File: src/hw/rtl/c_subset_tokenizer_assert.svh
// ---------------------------------------------------------------------------
// Tokenizer assertion macros
// Short forms for the concurrent checks at the end of the top level.
// ---------------------------------------------------------------------------
`ifndef C_SUBSET_TOKENIZER_ASSERT_SVH
`define C_SUBSET_TOKENIZER_ASSERT_SVH

// The condition holds at every clock edge outside reset.
`define CTZ_ASSERT_ALWAYS(label, clk, rstn, cond) \
    label: assert property (@(posedge clk) disable iff (!(rstn)) (cond)) \
        else $error("tokenizer invariant violated");

// When the antecedent holds, the consequent holds at the next clock edge.
`define CTZ_ASSERT_NEXT(label, clk, rstn, ante, cons) \
    label: assert property (@(posedge clk) disable iff (!(rstn)) (ante) |=> (cons)) \
        else $error("tokenizer sequencing violated");

`endif

File: src/hw/rtl/ctz_pkg.sv
// ---------------------------------------------------------------------------
// ctz_pkg
// Types and constants shared by the tokenizer modules.
// ---------------------------------------------------------------------------
`default_nettype none

package ctz_pkg;

    localparam int MAX_SYMBOL_LEN = 32;
    localparam int SYM_CNT_W      = $clog2(MAX_SYMBOL_LEN + 1);
    localparam int KW_BUF_DEPTH   = 6;

    // Result queue: two slots per transaction plus two spare.
    localparam int FIFO_DEPTH = 4;
    localparam int FIFO_PTR_W = $clog2(FIFO_DEPTH);
    localparam int FIFO_CNT_W = $clog2(FIFO_DEPTH + 1);

    // Token kinds.
    localparam logic [4:0] K_LT     = 5'd14;
    localparam logic [4:0] K_BOR    = 5'd16;
    localparam logic [4:0] K_ASSIGN = 5'd20;
    localparam logic [4:0] K_SYMBOL = 5'd21;
    localparam logic [4:0] K_NUMBER = 5'd22;
    localparam logic [4:0] K_INT    = 5'd23;
    localparam logic [4:0] K_CHAR   = 5'd24;
    localparam logic [4:0] K_IF     = 5'd25;
    localparam logic [4:0] K_ELSE   = 5'd26;
    localparam logic [4:0] K_WHILE  = 5'd27;
    localparam logic [4:0] K_NEQ    = 5'd28;
    localparam logic [4:0] K_RETURN = 5'd29;
    localparam logic [4:0] K_END    = 5'd30;
    localparam logic [4:0] K_ERROR  = 5'd31;

    // Error codes.
    localparam logic [1:0] ERR_NONE       = 2'd0;
    localparam logic [1:0] ERR_BAR        = 2'd1;
    localparam logic [1:0] ERR_BANG       = 2'd2;
    localparam logic [1:0] ERR_UNEXPECTED = 2'd3;

    typedef struct packed {
        logic [7:0] byte_req;
        logic       end_of_input;
    } ctz_in_t;

    typedef struct packed {
        logic [4:0]         token_kind;
        logic [1:0]         error_code;
        logic signed [31:0] number_value;
        logic [5:0]         symbol_length;
        logic [15:0]        line_number;
        logic [15:0]        column_number;
        logic               last;
    } ctz_result_t;

    typedef struct packed {
        logic [1:0]  count;
        ctz_result_t first;
        ctz_result_t second;
    } ctz_push_t;

    typedef struct packed {
        logic                  room;
        logic [FIFO_CNT_W-1:0] count;
    } ctz_fifo_status_t;

endpackage

`default_nettype wire

File: src/hw/rtl/ctz_lexer.sv
// ---------------------------------------------------------------------------
// ctz_lexer
// Lexer state and the single-pass next-state and token logic.
// ---------------------------------------------------------------------------
`default_nettype none

module ctz_lexer import ctz_pkg::*; (
    input  wire logic      aclk,
    input  wire logic      aresetn,
    input  wire logic      step,
    input  wire ctz_in_t   in_data,
    output ctz_push_t      push
);

    typedef enum logic [2:0] {
        MODE_IDLE, MODE_NUM, MODE_SYM, MODE_LT, MODE_BAR, MODE_BANG, MODE_ERR
    } mode_t;

    typedef struct packed {
        logic       hit;
        logic [4:0] idx;
    } punct_t;

    function automatic punct_t punct_lookup(input logic [7:0] b);
        punct_t p;
        p.hit = 1'b1;
        case (b)
            "(": p.idx = 5'd0;
            ")": p.idx = 5'd1;
            "{": p.idx = 5'd2;
            "}": p.idx = 5'd3;
            "[": p.idx = 5'd4;
            "]": p.idx = 5'd5;
            ";": p.idx = 5'd6;
            ",": p.idx = 5'd7;
            "+": p.idx = 5'd8;
            "-": p.idx = 5'd9;
            "/": p.idx = 5'd10;
            "*": p.idx = 5'd11;
            "%": p.idx = 5'd12;
            ">": p.idx = 5'd13;
            "<": p.idx = 5'd14;
            "=": p.idx = 5'd15;
            "|": p.idx = 5'd16;
            "&": p.idx = 5'd17;
            "^": p.idx = 5'd18;
            "~": p.idx = 5'd19;
            default: begin
                p.hit = 1'b0;
                p.idx = 5'd0;
            end
        endcase
        return p;
    endfunction

    function automatic ctz_result_t make_result(input logic [4:0] kind,
                                                input logic [1:0] err,
                                                input logic [31:0] num,
                                                input logic [5:0] len,
                                                input logic [15:0] line,
                                                input logic [15:0] col);
        ctz_result_t r;
        r.token_kind    = kind;
        r.error_code    = err;
        r.number_value  = num;
        r.symbol_length = len;
        r.line_number   = line;
        r.column_number = col;
        r.last          = 1'b0;
        return r;
    endfunction

    mode_t                mode_reg, mode_next;
    logic [31:0]          acc_reg, acc_next;
    logic [7:0]           kw_buf_reg [KW_BUF_DEPTH];
    logic [7:0]           kw_buf_next [KW_BUF_DEPTH];
    logic [SYM_CNT_W-1:0] sym_cnt_reg, sym_cnt_next;
    logic [15:0]          line_reg, line_next;
    logic [15:0]          col_reg, col_next;
    logic [1:0]           err_held_reg, err_held_next;

    logic [7:0]  b;
    logic        b_ws, b_digit, b_alpha, b_end_sym;
    punct_t      b_punct;
    logic [31:0] b_val;
    logic [15:0] line_upd, col_upd;

    // Outcome of a byte that arrives with no token pending.
    mode_t       idle_mode;
    logic        idle_emit;
    ctz_result_t idle_res;

    logic        kw_hit;
    logic [4:0]  kw_kind;
    ctz_result_t sym_res;

    logic        has_a, has_b;
    ctz_result_t res_a, res_b;

    assign b        = in_data.byte_req;
    assign b_ws     = (b == " ") || (b >= 8'd9 && b <= 8'd13);
    assign b_digit  = (b >= "0") && (b <= "9");
    assign b_alpha  = (b >= "a" && b <= "z") || (b >= "A" && b <= "Z");
    assign b_punct  = punct_lookup(b);
    assign b_end_sym = b_ws || (b == 8'd0) || b_punct.hit;
    assign b_val    = {28'd0, 4'(b - "0")};

    always_comb begin
        if (b == 8'd10) begin
            col_upd  = 16'd1;
            line_upd = (line_reg != 16'hFFFF) ? line_reg + 16'd1 : line_reg;
        end else begin
            col_upd  = (col_reg != 16'hFFFF) ? col_reg + 16'd1 : col_reg;
            line_upd = line_reg;
        end
    end

    always_comb begin
        idle_mode = MODE_IDLE;
        idle_emit = 1'b0;
        idle_res  = make_result(b_punct.idx, ERR_NONE, 32'd0, 6'd0, line_upd, col_upd);
        if (b_ws) begin
            idle_mode = MODE_IDLE;
        end else if (b_punct.hit) begin
            if (b_punct.idx == K_LT) begin
                idle_mode = MODE_LT;
            end else if (b_punct.idx == K_BOR) begin
                idle_mode = MODE_BAR;
            end else begin
                idle_emit = 1'b1;
            end
        end else if (b_digit) begin
            idle_mode = MODE_NUM;
        end else if (b_alpha) begin
            idle_mode = MODE_SYM;
        end else if (b == "!") begin
            idle_mode = MODE_BANG;
        end else begin
            idle_mode = MODE_ERR;
            idle_emit = 1'b1;
            idle_res  = make_result(K_ERROR, ERR_UNEXPECTED, 32'd0, 6'd0,
                                    line_upd, col_upd);
        end
    end

    // Keyword match: the count pins how many buffer entries were written.
    always_comb begin
        kw_hit  = 1'b1;
        kw_kind = K_SYMBOL;
        if (sym_cnt_reg == SYM_CNT_W'(3) && kw_buf_reg[0] == "i" && kw_buf_reg[1] == "n"
                && kw_buf_reg[2] == "t") begin
            kw_kind = K_INT;
        end else if (sym_cnt_reg == SYM_CNT_W'(4) && kw_buf_reg[0] == "c"
                && kw_buf_reg[1] == "h" && kw_buf_reg[2] == "a" && kw_buf_reg[3] == "r") begin
            kw_kind = K_CHAR;
        end else if (sym_cnt_reg == SYM_CNT_W'(2) && kw_buf_reg[0] == "i"
                && kw_buf_reg[1] == "f") begin
            kw_kind = K_IF;
        end else if (sym_cnt_reg == SYM_CNT_W'(4) && kw_buf_reg[0] == "e"
                && kw_buf_reg[1] == "l" && kw_buf_reg[2] == "s" && kw_buf_reg[3] == "e") begin
            kw_kind = K_ELSE;
        end else if (sym_cnt_reg == SYM_CNT_W'(5) && kw_buf_reg[0] == "w"
                && kw_buf_reg[1] == "h" && kw_buf_reg[2] == "i" && kw_buf_reg[3] == "l"
                && kw_buf_reg[4] == "e") begin
            kw_kind = K_WHILE;
        end else if (sym_cnt_reg == SYM_CNT_W'(6) && kw_buf_reg[0] == "r"
                && kw_buf_reg[1] == "e" && kw_buf_reg[2] == "t" && kw_buf_reg[3] == "u"
                && kw_buf_reg[4] == "r" && kw_buf_reg[5] == "n") begin
            kw_kind = K_RETURN;
        end else begin
            kw_hit = 1'b0;
        end
    end

    always_comb begin
        mode_next     = mode_reg;
        acc_next      = acc_reg;
        kw_buf_next   = kw_buf_reg;
        sym_cnt_next  = sym_cnt_reg;
        line_next     = line_reg;
        col_next      = col_reg;
        err_held_next = err_held_reg;
        has_a = 1'b0;
        has_b = 1'b0;
        res_a = make_result(K_END, ERR_NONE, 32'd0, 6'd0, line_reg, col_reg);
        res_b = idle_res;
        sym_res = make_result(kw_hit ? kw_kind : K_SYMBOL, ERR_NONE, 32'd0,
                              kw_hit ? 6'd0 : 6'(sym_cnt_reg), line_upd, col_upd);

        if (mode_reg == MODE_ERR) begin
            has_a = 1'b1;
            res_a = make_result(K_ERROR, err_held_reg, 32'd0, 6'd0, line_reg, col_reg);
        end else if (in_data.end_of_input) begin
            // Flush the pending token with the position left unchanged.
            sym_res.line_number   = line_reg;
            sym_res.column_number = col_reg;
            res_b = make_result(K_END, ERR_NONE, 32'd0, 6'd0, line_reg, col_reg);
            has_b = 1'b1;
            case (mode_reg)
                MODE_NUM: begin
                    has_a = 1'b1;
                    res_a = make_result(K_NUMBER, ERR_NONE, acc_reg, 6'd0,
                                        line_reg, col_reg);
                end
                MODE_SYM: begin
                    has_a = 1'b1;
                    res_a = sym_res;
                end
                MODE_LT: begin
                    has_a = 1'b1;
                    res_a = make_result(K_LT, ERR_NONE, 32'd0, 6'd0, line_reg, col_reg);
                end
                MODE_BAR: begin
                    has_b = 1'b0;
                    res_b = make_result(K_ERROR, ERR_BAR, 32'd0, 6'd0, line_reg, col_reg);
                    has_a = 1'b1;
                    res_a = res_b;
                end
                MODE_BANG: begin
                    has_b = 1'b0;
                    res_b = make_result(K_ERROR, ERR_BANG, 32'd0, 6'd0, line_reg, col_reg);
                    has_a = 1'b1;
                    res_a = res_b;
                end
                default: begin
                end
            endcase
            if (mode_reg == MODE_BAR) begin
                mode_next     = MODE_ERR;
                err_held_next = ERR_BAR;
            end else if (mode_reg == MODE_BANG) begin
                mode_next     = MODE_ERR;
                err_held_next = ERR_BANG;
            end else begin
                // End token delivered: back to the reset state for a new source.
                mode_next     = MODE_IDLE;
                acc_next      = 32'd0;
                sym_cnt_next  = '0;
                line_next     = 16'd1;
                col_next      = 16'd0;
                err_held_next = ERR_NONE;
            end
        end else begin
            line_next = line_upd;
            col_next  = col_upd;
            case (mode_reg)
                MODE_NUM: begin
                    if (b_digit) begin
                        acc_next = (acc_reg << 3) + (acc_reg << 1) + b_val;
                    end else begin
                        has_a = 1'b1;
                        res_a = make_result(K_NUMBER, ERR_NONE, acc_reg, 6'd0,
                                            line_upd, col_upd);
                        acc_next = 32'd0;
                        has_b = 1'b1;
                    end
                end
                MODE_SYM: begin
                    if (b_end_sym) begin
                        has_a = 1'b1;
                        res_a = sym_res;
                        sym_cnt_next = '0;
                        has_b = 1'b1;
                    end else begin
                        if (sym_cnt_reg < SYM_CNT_W'(KW_BUF_DEPTH)) begin
                            kw_buf_next[3'(sym_cnt_reg)] = b;
                        end
                        if (sym_cnt_reg < SYM_CNT_W'(MAX_SYMBOL_LEN)) begin
                            sym_cnt_next = sym_cnt_reg + SYM_CNT_W'(1);
                        end
                    end
                end
                MODE_LT: begin
                    has_a = 1'b1;
                    if (b == "-") begin
                        res_a = make_result(K_ASSIGN, ERR_NONE, 32'd0, 6'd0,
                                            line_upd, col_upd);
                        mode_next = MODE_IDLE;
                    end else begin
                        res_a = make_result(K_LT, ERR_NONE, 32'd0, 6'd0, line_upd, col_upd);
                        has_b = 1'b1;
                    end
                end
                MODE_BAR: begin
                    has_a = 1'b1;
                    if (b == "|") begin
                        res_a = make_result(K_BOR, ERR_NONE, 32'd0, 6'd0, line_upd, col_upd);
                        mode_next = MODE_IDLE;
                    end else begin
                        res_a = make_result(K_ERROR, ERR_BAR, 32'd0, 6'd0,
                                            line_upd, col_upd);
                        mode_next     = MODE_ERR;
                        err_held_next = ERR_BAR;
                    end
                end
                MODE_BANG: begin
                    has_a = 1'b1;
                    if (b == "=") begin
                        res_a = make_result(K_NEQ, ERR_NONE, 32'd0, 6'd0, line_upd, col_upd);
                        mode_next = MODE_IDLE;
                    end else begin
                        res_a = make_result(K_ERROR, ERR_BANG, 32'd0, 6'd0,
                                            line_upd, col_upd);
                        mode_next     = MODE_ERR;
                        err_held_next = ERR_BANG;
                    end
                end
                default: begin
                    has_b = 1'b1;
                end
            endcase

            // The byte starts afresh: apply the idle outcome.
            if (has_b) begin
                has_b     = idle_emit;
                mode_next = idle_mode;
                if (b_digit) begin
                    acc_next = b_val;
                end
                if (b_alpha) begin
                    kw_buf_next[0] = b;
                    sym_cnt_next   = SYM_CNT_W'(1);
                end
                if (idle_mode == MODE_ERR) begin
                    err_held_next = ERR_UNEXPECTED;
                end
            end
        end
    end

    always_comb begin
        push.first  = res_a;
        push.second = res_b;
        if (has_a && has_b) begin
            push.count       = step ? 2'd2 : 2'd0;
            push.second.last = 1'b1;
        end else if (has_a) begin
            push.count      = step ? 2'd1 : 2'd0;
            push.first.last = 1'b1;
        end else if (has_b) begin
            push.count      = step ? 2'd1 : 2'd0;
            push.first      = res_b;
            push.first.last = 1'b1;
        end else begin
            push.count = 2'd0;
        end
    end

    always_ff @(posedge aclk) begin
        if (!aresetn) begin
            mode_reg     <= MODE_IDLE;
            acc_reg      <= 32'd0;
            sym_cnt_reg  <= '0;
            line_reg     <= 16'd1;
            col_reg      <= 16'd0;
            err_held_reg <= ERR_NONE;
        end else if (step) begin
            mode_reg     <= mode_next;
            acc_reg      <= acc_next;
            sym_cnt_reg  <= sym_cnt_next;
            line_reg     <= line_next;
            col_reg      <= col_next;
            err_held_reg <= err_held_next;
        end
    end

    always_ff @(posedge aclk) begin
        if (step) begin
            kw_buf_reg <= kw_buf_next;
        end
    end

endmodule

`default_nettype wire

File: src/hw/rtl/ctz_fifo.sv
// ---------------------------------------------------------------------------
// ctz_fifo
// Result queue that takes up to two results a cycle and delivers one while m_ready is high.
// ---------------------------------------------------------------------------
`default_nettype none

module ctz_fifo import ctz_pkg::*; (
    input  wire logic        aclk,
    input  wire logic        aresetn,
    input  wire ctz_push_t   push,
    output ctz_fifo_status_t status,
    output logic             m_valid,
    input  wire logic        m_ready,
    output ctz_result_t      m_data
);

    ctz_result_t           mem [FIFO_DEPTH];
    logic [FIFO_PTR_W-1:0] wr_ptr_reg, rd_ptr_reg;
    logic [FIFO_CNT_W-1:0] count_reg;
    logic                  pop;

    assign m_valid = (count_reg != '0);
    assign m_data  = mem[rd_ptr_reg];
    assign pop     = m_valid && m_ready;

    // Room for a full pair of results, judged on the registered count.
    assign status.room  = (count_reg <= FIFO_CNT_W'(FIFO_DEPTH - 2));
    assign status.count = count_reg;

    always_ff @(posedge aclk) begin
        if (push.count != 2'd0) begin
            mem[wr_ptr_reg] <= push.first;
        end
        if (push.count == 2'd2) begin
            mem[wr_ptr_reg + FIFO_PTR_W'(1)] <= push.second;
        end
    end

    always_ff @(posedge aclk) begin
        if (!aresetn) begin
            wr_ptr_reg <= '0;
            rd_ptr_reg <= '0;
            count_reg  <= '0;
        end else begin
            wr_ptr_reg <= wr_ptr_reg + FIFO_PTR_W'(push.count);
            rd_ptr_reg <= rd_ptr_reg + FIFO_PTR_W'(pop);
            count_reg  <= count_reg + FIFO_CNT_W'(push.count) - FIFO_CNT_W'(pop);
        end
    end

endmodule

`default_nettype wire

File: src/hw/rtl/c_subset_tokenizer.sv
// Path: a transaction accepted into the input stage is lexed once the result queue has
// room for two tokens; its first token then enters the queue and raises m_valid.
// Throughput: one source byte per cycle while the result queue has room, set by the
// lexer's single-pass state update; a byte that yields two tokens delivers them one at a time.
// Reset: synchronous, active low; clears the lexer to line 1, column 0 and
// empties the input stage and the four-entry result queue.
// ---------------------------------------------------------------------------
// c_subset_tokenizer
// Streaming tokenizer for a small C-like language, one byte per transaction.
// ---------------------------------------------------------------------------
`default_nettype none

module c_subset_tokenizer import ctz_pkg::*; (
    input  wire logic        aclk,
    input  wire logic        aresetn,
    input  wire logic        s_valid,
    output logic             s_ready,
    input  wire ctz_in_t     s_data,
    output logic             m_valid,
    input  wire logic        m_ready,
    output ctz_result_t      m_data
);

    // The input stage holds one accepted transaction until the lexer takes it.
    // The lexer takes it only when the result queue can absorb two tokens,
    // which is the most a single byte can produce.
    logic             in_valid_reg;
    ctz_in_t          in_data_reg;
    logic             step;
    ctz_push_t        push;
    ctz_fifo_status_t fifo_status;

    assign step    = in_valid_reg && fifo_status.room;
    // A new byte enters when the stage is empty or drains in this same cycle.
    assign s_ready = !in_valid_reg || step;

    always_ff @(posedge aclk) begin
        if (!aresetn) begin
            in_valid_reg <= 1'b0;
        end else if (s_ready) begin
            in_valid_reg <= s_valid;
        end
    end

    always_ff @(posedge aclk) begin
        if (s_ready && s_valid) begin
            in_data_reg <= s_data;
        end
    end

    // Lexer state and token formation for the byte in the input stage.
    ctz_lexer u_lexer (
        .aclk    (aclk),
        .aresetn (aresetn),
        .step    (step),
        .in_data (in_data_reg),
        .push    (push)
    );

    // Results wait here so that a stalled consumer never blocks the input side
    // until the queue really runs short of room.
    ctz_fifo u_fifo (
        .aclk    (aclk),
        .aresetn (aresetn),
        .push    (push),
        .status  (fifo_status),
        .m_valid (m_valid),
        .m_ready (m_ready),
        .m_data  (m_data)
    );

`include "c_subset_tokenizer_assert.svh"

    // The queue never holds more tokens than it has slots.
    `CTZ_ASSERT_ALWAYS(a_fifo_bound, aclk, aresetn, fifo_status.count <= FIFO_CNT_W'(FIFO_DEPTH))
    // A byte blocked by a full queue stays in the input stage.
    `CTZ_ASSERT_NEXT(a_stage_holds, aclk, aresetn, in_valid_reg && !fifo_status.room, in_valid_reg)
    // With an empty queue and nothing lexed, no token can appear.
    `CTZ_ASSERT_NEXT(a_no_phantom, aclk, aresetn, fifo_status.count == '0 && !step, !m_valid)
    // The lexer only pushes when it steps.
    `CTZ_ASSERT_ALWAYS(a_push_on_step, aclk, aresetn, push.count == 2'd0 || step)

endmodule

`default_nettype wire

File: config.mk
export PLATFORM = sky130hd
export DESIGN_NAME = c_subset_tokenizer
export DESIGN_NICKNAME = d
export VERILOG_FILES = /design/src/hw/rtl/ctz_pkg.sv /design/src/hw/rtl/ctz_lexer.sv /design/src/hw/rtl/ctz_fifo.sv /design/src/hw/rtl/c_subset_tokenizer.sv
export VERILOG_INCLUDE_DIRS = /design/src /design/src/hw/rtl
export SDC_FILE = /design/constraint.sdc
export NUM_CORES = 1
export LEC_CHECK = 0
export BUFFER_PORTS_ARGS = -buffer_cell sky130_fd_sc_hd__buf_2
export CELL_PAD_IN_SITES_DETAIL_PLACEMENT = 1
export CELL_PAD_IN_SITES_GLOBAL_PLACEMENT = 1
export CORE_MARGIN = 3
export CORE_UTILIZATION = 49
export DETAILED_ROUTE_END_ITERATION = 10
export PLACE_DENSITY = 0.79
export SYNTH_ARGS = -nofsm -noshare
export SYNTH_HDL_FRONTEND = slang
export SYNTH_SLANG_ARGS = --single-unit
File: constraint.sdc
create_clock -name aclk -period 5.7 [get_ports aclk]
set_input_delay 0.285 -clock aclk [delete_from_list [all_inputs] [get_ports aclk]]
set_output_delay 0.285 -clock aclk [all_outputs]
set_load 0.03 [all_outputs]
==> summary.txt, run 1 <==
Crit. End Element - register
Most frequent cell after synthesis - nor2_1
Top FF cell, synth - dfxtp_1
Period utilization - 92.4%
Startpoint types - register
Rows - 80
Worst slew pin tran - 1.17 ns
Core area - 47,800 um2
Worst Hold Class - in -> reg
Grt ovf - 0
Crit path cell chain - nand3b_1, nor2_1, o211a_1, nor3_2, a21boi_0, o211a_2, nor2_1, nor2_1, ha_1, nor3_1, and4_1, o21ai_2, o21ai_4, buf_4, nor2_1, a21oi_1, nor2_1
Leakage - 9.45 nW
FFs w/ async S/R, synth - 0%
Pint - 5.90 mW
Crit path time final - 5.26 ns
Syn Area/Cell - 9.92 um2
Resized Gates After CTS - 0
Syn_nets - 2,486
CTS Buf Count - 48
Antenna violations before repair - 1
Top cells by area, synth - edfxtp_1, dfxtp_1, mux4_2
DRT antenna net count - 0
H-tree levels - 2
Drt initial violations - 1,342
Max Slew Vio Count - 0
Arr. time, crit path - 5.72 ns
Final setup vio count - 0
RSZ-0062 raised after global routing - no
Post-CTS Hold Buffers - 10
Synth cell count leaders - nor2_1, dfxtp_1, edfxtp_1, a21oi_1, nand2_1
Hold depth - 4
Flop pwr share - 43.8%
WL final - 72.6 mm
Clock edge transition at the registers on the reported setup and hold paths - 0.06 ns
Slowest stage delay, CP - 0.74 ns
Vias post-DR - 19,600
Psw - 2.47 mW
Critical Path RT - 6.16 ns
Synth warn - 0
First-pass GRT wire length - 115 mm
Endpoints failing hold - 0
Post-synth EDFFs - 217
VDD IR max - 242 uV
CTS Root Cell - clkbuf_16
Share of total power in combinational logic - 18.2%
Max cap viols - 0
Path depth of the worst reg2reg path - 17
Area growth syn-to-layout - 11.2%
IO Port Bufs - 92
Share of layout cells above drive strength 1 - 14.9%
Switch share - 29.5%
Die area - 51,200 um2
Power Dens Cells - 316 nW/um2
Most common cell on crit path - nor2_1
Clock Power Share - 38.0%
CTS tree - done
Clock Tree Buf Depth - 3
Fin nets - 2,515
Largest net degree at the start of global routing - 76
Vias per cell - 6.38
Worst-Skew Late Latency - 0.60 ns
Clk_skew - 0.0216 ns
Max Fclk - 0.190 GHz
Post-DR wirelength/cell - 23.6 um
Register area share after synthesis - 47.2%
Diodes inserted - 0
Area share of the largest cell type after synthesis - 27.4%
Vias in the first global route - 20,400
#FFs+latches synth - 452
DR DRC count - 0
Hpwl dp - 46.9 mm
Die span in y - 226 um
Max reg flops - 312
Starting Density - 49.7%
Final setup TNS - 0 ns
Run status - completed
Synthesized instance count - 2,399
Post-CTS setup repair buffer count - 0
Hold_ws - 0.237 ns
Slowest CP cell - edfxtp_1
Gp weighted congestion - 0.916
WS Path Type - reg -> reg
Netlist cell types - 96
GRT Total Usage - 28.1%
IO Pins - 93
Yosys top cell by area - edfxtp_1
Initial DRT Pass Iterations - 5
Worst slew margin - 21.4%
CTS sink count - 452
Crit path max fanout - 70
Die W - 226 um
Mapped Area - 23,800 um2
==> final cells by class <==
class	instances	area (um2)
fill	5240	21400
timing repair buffer	165	1070
sequential	452	11200
inverter	31	116
clock buffer	62	1320
tap	615	769
clock inverter	24	256
multi-input combinational	1730	11700
==> per-stage QoR <==
stage / util [%] / instances / setup slack (ns) / instance area [um2] / total power [mW]
2_1_floorplan: - / 2399 / 0.619 / 23800 / 4.77
3_3_place_gp: 51.8 / 2983 / 0.821 / 24800 / 5.22
3_5_place_dp: 51.8 / 2983 / 0.573 / 24800 / 5.25
4_1_cts: 55.3 / 3079 / 0.554 / 26500 / 8.42
5_1_grt: 55.3 / 3079 / 0.0165 / 26500 / 8.66
6_report: 55.3 / 3079 / 0.435 / 26500 / 8.36
==> metal layers <==
layer | share of wire, % | track usage (%) | wire, um
met1 | 42 | 36.0 | 30300
met2 | 50 | 48.6 | 36100
met3 | 5.3 | 3.77 | 3870
met4 | 3.2 | 10.4 | 2330
met5 | 0.018 | 0 | 13
==> cell usage in the layout (no fill, tap or decap), drive strengths merged, types with 8 or more instances in the layout <==
cell,Yosys,layout
ha,71,71
clkinv,0,19
buf,68,155
and3,16,16
nand3,86,86
dfxtp,235,235
o31ai,23,23
a22oi,45,45
o22ai,66,66
a21boi,11,11
nand2,199,199
inv,31,31
nand3b,8,8
o211ai,8,8
mux4,78,78
nor2b,64,64
a21o,22,22
clkbuf,118,62
nor2,291,291
nor3,43,43
a31oi,10,10
nand4,24,24
edfxtp,217,217
dlygate4sd3,0,10
mux2,8,8
a22o,42,42
o21ai,185,185
or3,9,9
xor2,21,21
xnor2,26,26
a21oi,202,202
and2,34,34
nor3b,11,11
nand2b,19,19
==> power by group through the flow <==
| stage | clock network (mW) | registers (mW) | logic, mW |
|---|---|---|---|
| after CTS | 3.23 | 3.67 | 1.52 |
| after floorplan | 0 | 3.60 | 1.18 |
| after detailed placement | 0 | 3.74 | 1.51 |
| final | 3.18 | 3.66 | 1.52 |
| after global placement | 0 | 3.74 | 1.48 |
| after global routing | 3.35 | 3.69 | 1.61 |
==> path summary, 6_finish.rpt <==
kind,from,to,slack (ns)
max,in_data_reg[4]$_DFFE_PP_,u_fifo.mem[1][56]$_SDFFE_PP0N_,0.44
min,m_ready,u_fifo.rd_ptr_reg[0]$_SDFF_PN0_,0.24
max reg2reg,in_data_reg[4]$_DFFE_PP_,u_fifo.mem[1][56]$_SDFFE_PP0N_,0.44
min reg2reg,u_fifo.mem[1][37]$_SDFFE_PP0N_,u_fifo.mem[1][37]$_SDFFE_PP0N_,0.45
==> worst max-delay path, delay by kind of cell (launching register included) <==
kind | cells | cell delay (ns)
simple gates | 9 | 1.80
fa+ha+maj | 1 | 0.31
compound gates | 6 | 1.55
buf+inv | 1 | 0.69
flops | 1 | 0.74
==> cells by family after synthesis <==
kind of cell | after synthesis | synth area share [%]
AND/OR/NAND/NOR | 842 | 16.9
multiplexers | 92 | 8.02
AO/OA/AOI/OAI | 675 | 18.3
buffers and inverters | 217 | 3.90
adder cells (fa/ha/maj) | 74 | 3.99
XOR/XNOR | 47 | 1.73
flip-flops | 452 | 47.2
Power figures use the tool's default switching activity.
==> inputs of run 2 (changes only) <==
--- a/config.mk
+++ b/config.mk
@@ -15,2 +15,3 @@
 export PLACE_DENSITY = 0.79
+export SKIP_CTS_REPAIR_TIMING = 1
 export SYNTH_ARGS = -nofsm -noshare
--- a/constraint.sdc
+++ b/constraint.sdc
@@ -3,2 +3,2 @@
 set_output_delay 0.285 -clock aclk [all_outputs]
-set_load 0.03 [all_outputs]
+set_load 0.1 [all_outputs]
==> summary.txt, run 2 (same netlist as run 1, synthesis figures left out) <==
Run status - completed
Crit path time final - 5.29 ns (+0.0282 ns)
Die span in y - 226 um (unchanged)
RSZ-0062 raised after global routing - no
Initial DRT Pass Iterations - 5 (unchanged)
Post-DR wirelength/cell - 23.7 um (+0.64%)
Diodes inserted - 0 (unchanged)
IO Pins - 93 (unchanged)
Die W - 226 um (unchanged)
Gp weighted congestion - 0.931 (+1.6%)
Area growth syn-to-layout - 11.6%
Vias in the first global route - 20,600 (+0.79%)
Endpoints failing hold - 0 (unchanged)
Antenna violations before repair - 2 (+1)
Placed insts - 2,983 (unchanged)
Final setup vio count - 0 (unchanged)
Worst slew pin tran - 1.07 ns (-0.102 ns)
Clk_skew - 0.0223 ns (+0.000667 ns)
Crit path max fanout - 27 (-61%)
Startpoint types - register
Arr. time, crit path - 5.70 ns (-0.02 ns)
Worst-Skew Late Latency - 0.60 ns (about the same)
Max cap viols - 0 (unchanged)
Power Dens Cells - 341 nW/um2 (+8.0%)
Most frequent cells in the layout - nor2_1, dfxtp_1, edfxtp_1, a21oi_1, nand2_1
Vias post-DR - 19,600 (+0.051%)
Rows - 80 (unchanged)
H-tree levels - 2 (unchanged)
Hpwl dp - 48.2 mm (+2.9%)
Final instance count without filler cells - 3,084 (+0.16%)
WS Path Type - reg -> reg
Critical Path RT - 6.11 ns (-0.05 ns)
Clock Tree Buf Depth - 3 (unchanged)
VDD IR max - 268 uV (+10%)
Share of layout cells above drive strength 1 - 15.0% (+0.17 points)
Final setup TNS - 0 ns (unchanged)
DR DRC count - 0 (unchanged)
CTS sink count - 452 (unchanged)
DP Area - 24,800 um2 (+0.20%)
Final Cell Area - 26,500 um2 (+0.31%)
Crit. End Element - register
Max Fclk - 0.189 GHz (-0.53%)
Starting Density - 49.7% (unchanged)
Max Slew Vio Count - 0 (unchanged)
Period utilization - 92.9% (+0.50 points)
GRT Total Usage - 28.5% (+0.41 points)
Crit path cell chain - nand4bb_1, nor3_1, o211a_1, nor3_2, and3_1, o211a_2, nor2_1, nor2_1, ha_1, nor3_1, and4_1, o21a_1, a21o_4, o22ai_2, o21ai_0, o31ai_1
Total power - 9.06 mW (+8.3%)
Worst Hold Class - in -> reg
IO Port Bufs - 92 (unchanged)
Drt initial violations - 1,391 (+3.7%)
Clock edge transition at the registers on the reported setup and hold paths - 0.06 ns (about the same)
Fin nets - 2,516 (+0.040%)
DRT antenna net count - 0 (unchanged)
Cell family with most CP delay - compound AO/OA/AOI/OAI gates
Leakage - 9.48 nW (+0.33%)
CTS tree - done
Die area - 51,200 um2 (unchanged)
CTS Buf Count - 49 (+2.1%)
WP buf/inv - 0 (-1)
First-pass GRT wire length - 115 mm (+0.77%)
Grt ovf - 0 (unchanged)
CTS Root Cell - clkbuf_16
Slowest stage delay, CP - 0.75 ns (about the same)
Most common cell after layout, fill and taps aside - nor2_1
WL final - 73.2 mm (+0.80%)
Vias per cell - 6.37 (-0.11%)
Largest net degree at the start of global routing - 78 (+2.6%)
Worst slew margin - 28.1% (+6.6 points)
Flop2flop setup slack - 0.41 ns (-0.03 ns)
Slowest CP cell - o22ai_2
Max reg flops - 312 (unchanged)
Core area - 47,800 um2 (unchanged)
-- run 2: changes by cell type in the layout (fill, tap and decap cells not counted), sizes merged --
cell,delta
inv,+2
clkinvlp,+1
clkbuf,+16
clkinv,-11
bufinv,-3
-- run 2: worst paths after layout --
check | startpoint | end | cells after the start
min | m_ready | u_fifo.rd_ptr_reg[0]$_SDFF_PN0_ | 4
max | in_data_reg[4]$_DFFE_PP_ | u_fifo.mem[2][17]$_DFFE_PP_ | 16
max reg2reg | in_data_reg[4]$_DFFE_PP_ | u_fifo.mem[2][17]$_DFFE_PP_ | 16
min reg2reg | u_fifo.mem[3][36]$_SDFFE_PP0P_ | u_fifo.mem[3][36]$_SDFFE_PP0P_ | 2
-- run 2: cell type report --
type / count / area [um2]
fillers: 5253 / 21300
repair buffers: 165 / 1120
flip-flops and latches: 452 / 11200
clock inverters: 13 / 129
inverters: 31 / 116
multi-input cells: 1730 / 11700
well taps: 615 / 769
clock buffers: 78 / 1480
-- run 2: stage by stage --
step	setup WS, ns	util (%)	hold WS [ns]
CTS	0.532	55.3	-0.160
detailed placement	0.579	51.9	0.447
finish	0.407	55.5	0.288
floorplan	0.619	-	0.384
global route	0.0506	55.5	0.286
global placement	0.727	51.9	0.440
-- run 2: report_power, final --
| part | leakage [nW] | internal, mW | switching [mW] | total, mW |
|---|---|---|---|---|
| registers | 3.83 | 3.50 | 0.154 | 3.65 |
| logic | 4.85 | 0.547 | 1.66 | 2.21 |
| clock network | 0.792 | 1.87 | 1.33 | 3.20 |
-- run 2: worst min-delay path: cells and delay by family --
family        cells  cell delay, ns
simple gates      2            0.28
buf+inv           1            0.13
fa+ha+maj         1            0.14
-- run 2: layer usage --
metal / vias up / track usage [%] / wire [um]
met3: 160 / 4.01 / 3810
met1: 9957 / 35.6 / 30400
met4: 2 / 11.0 / 2560
li1: 8939 / - / -
met2: 588 / 50.1 / 36500
met5: - / 0 / 13
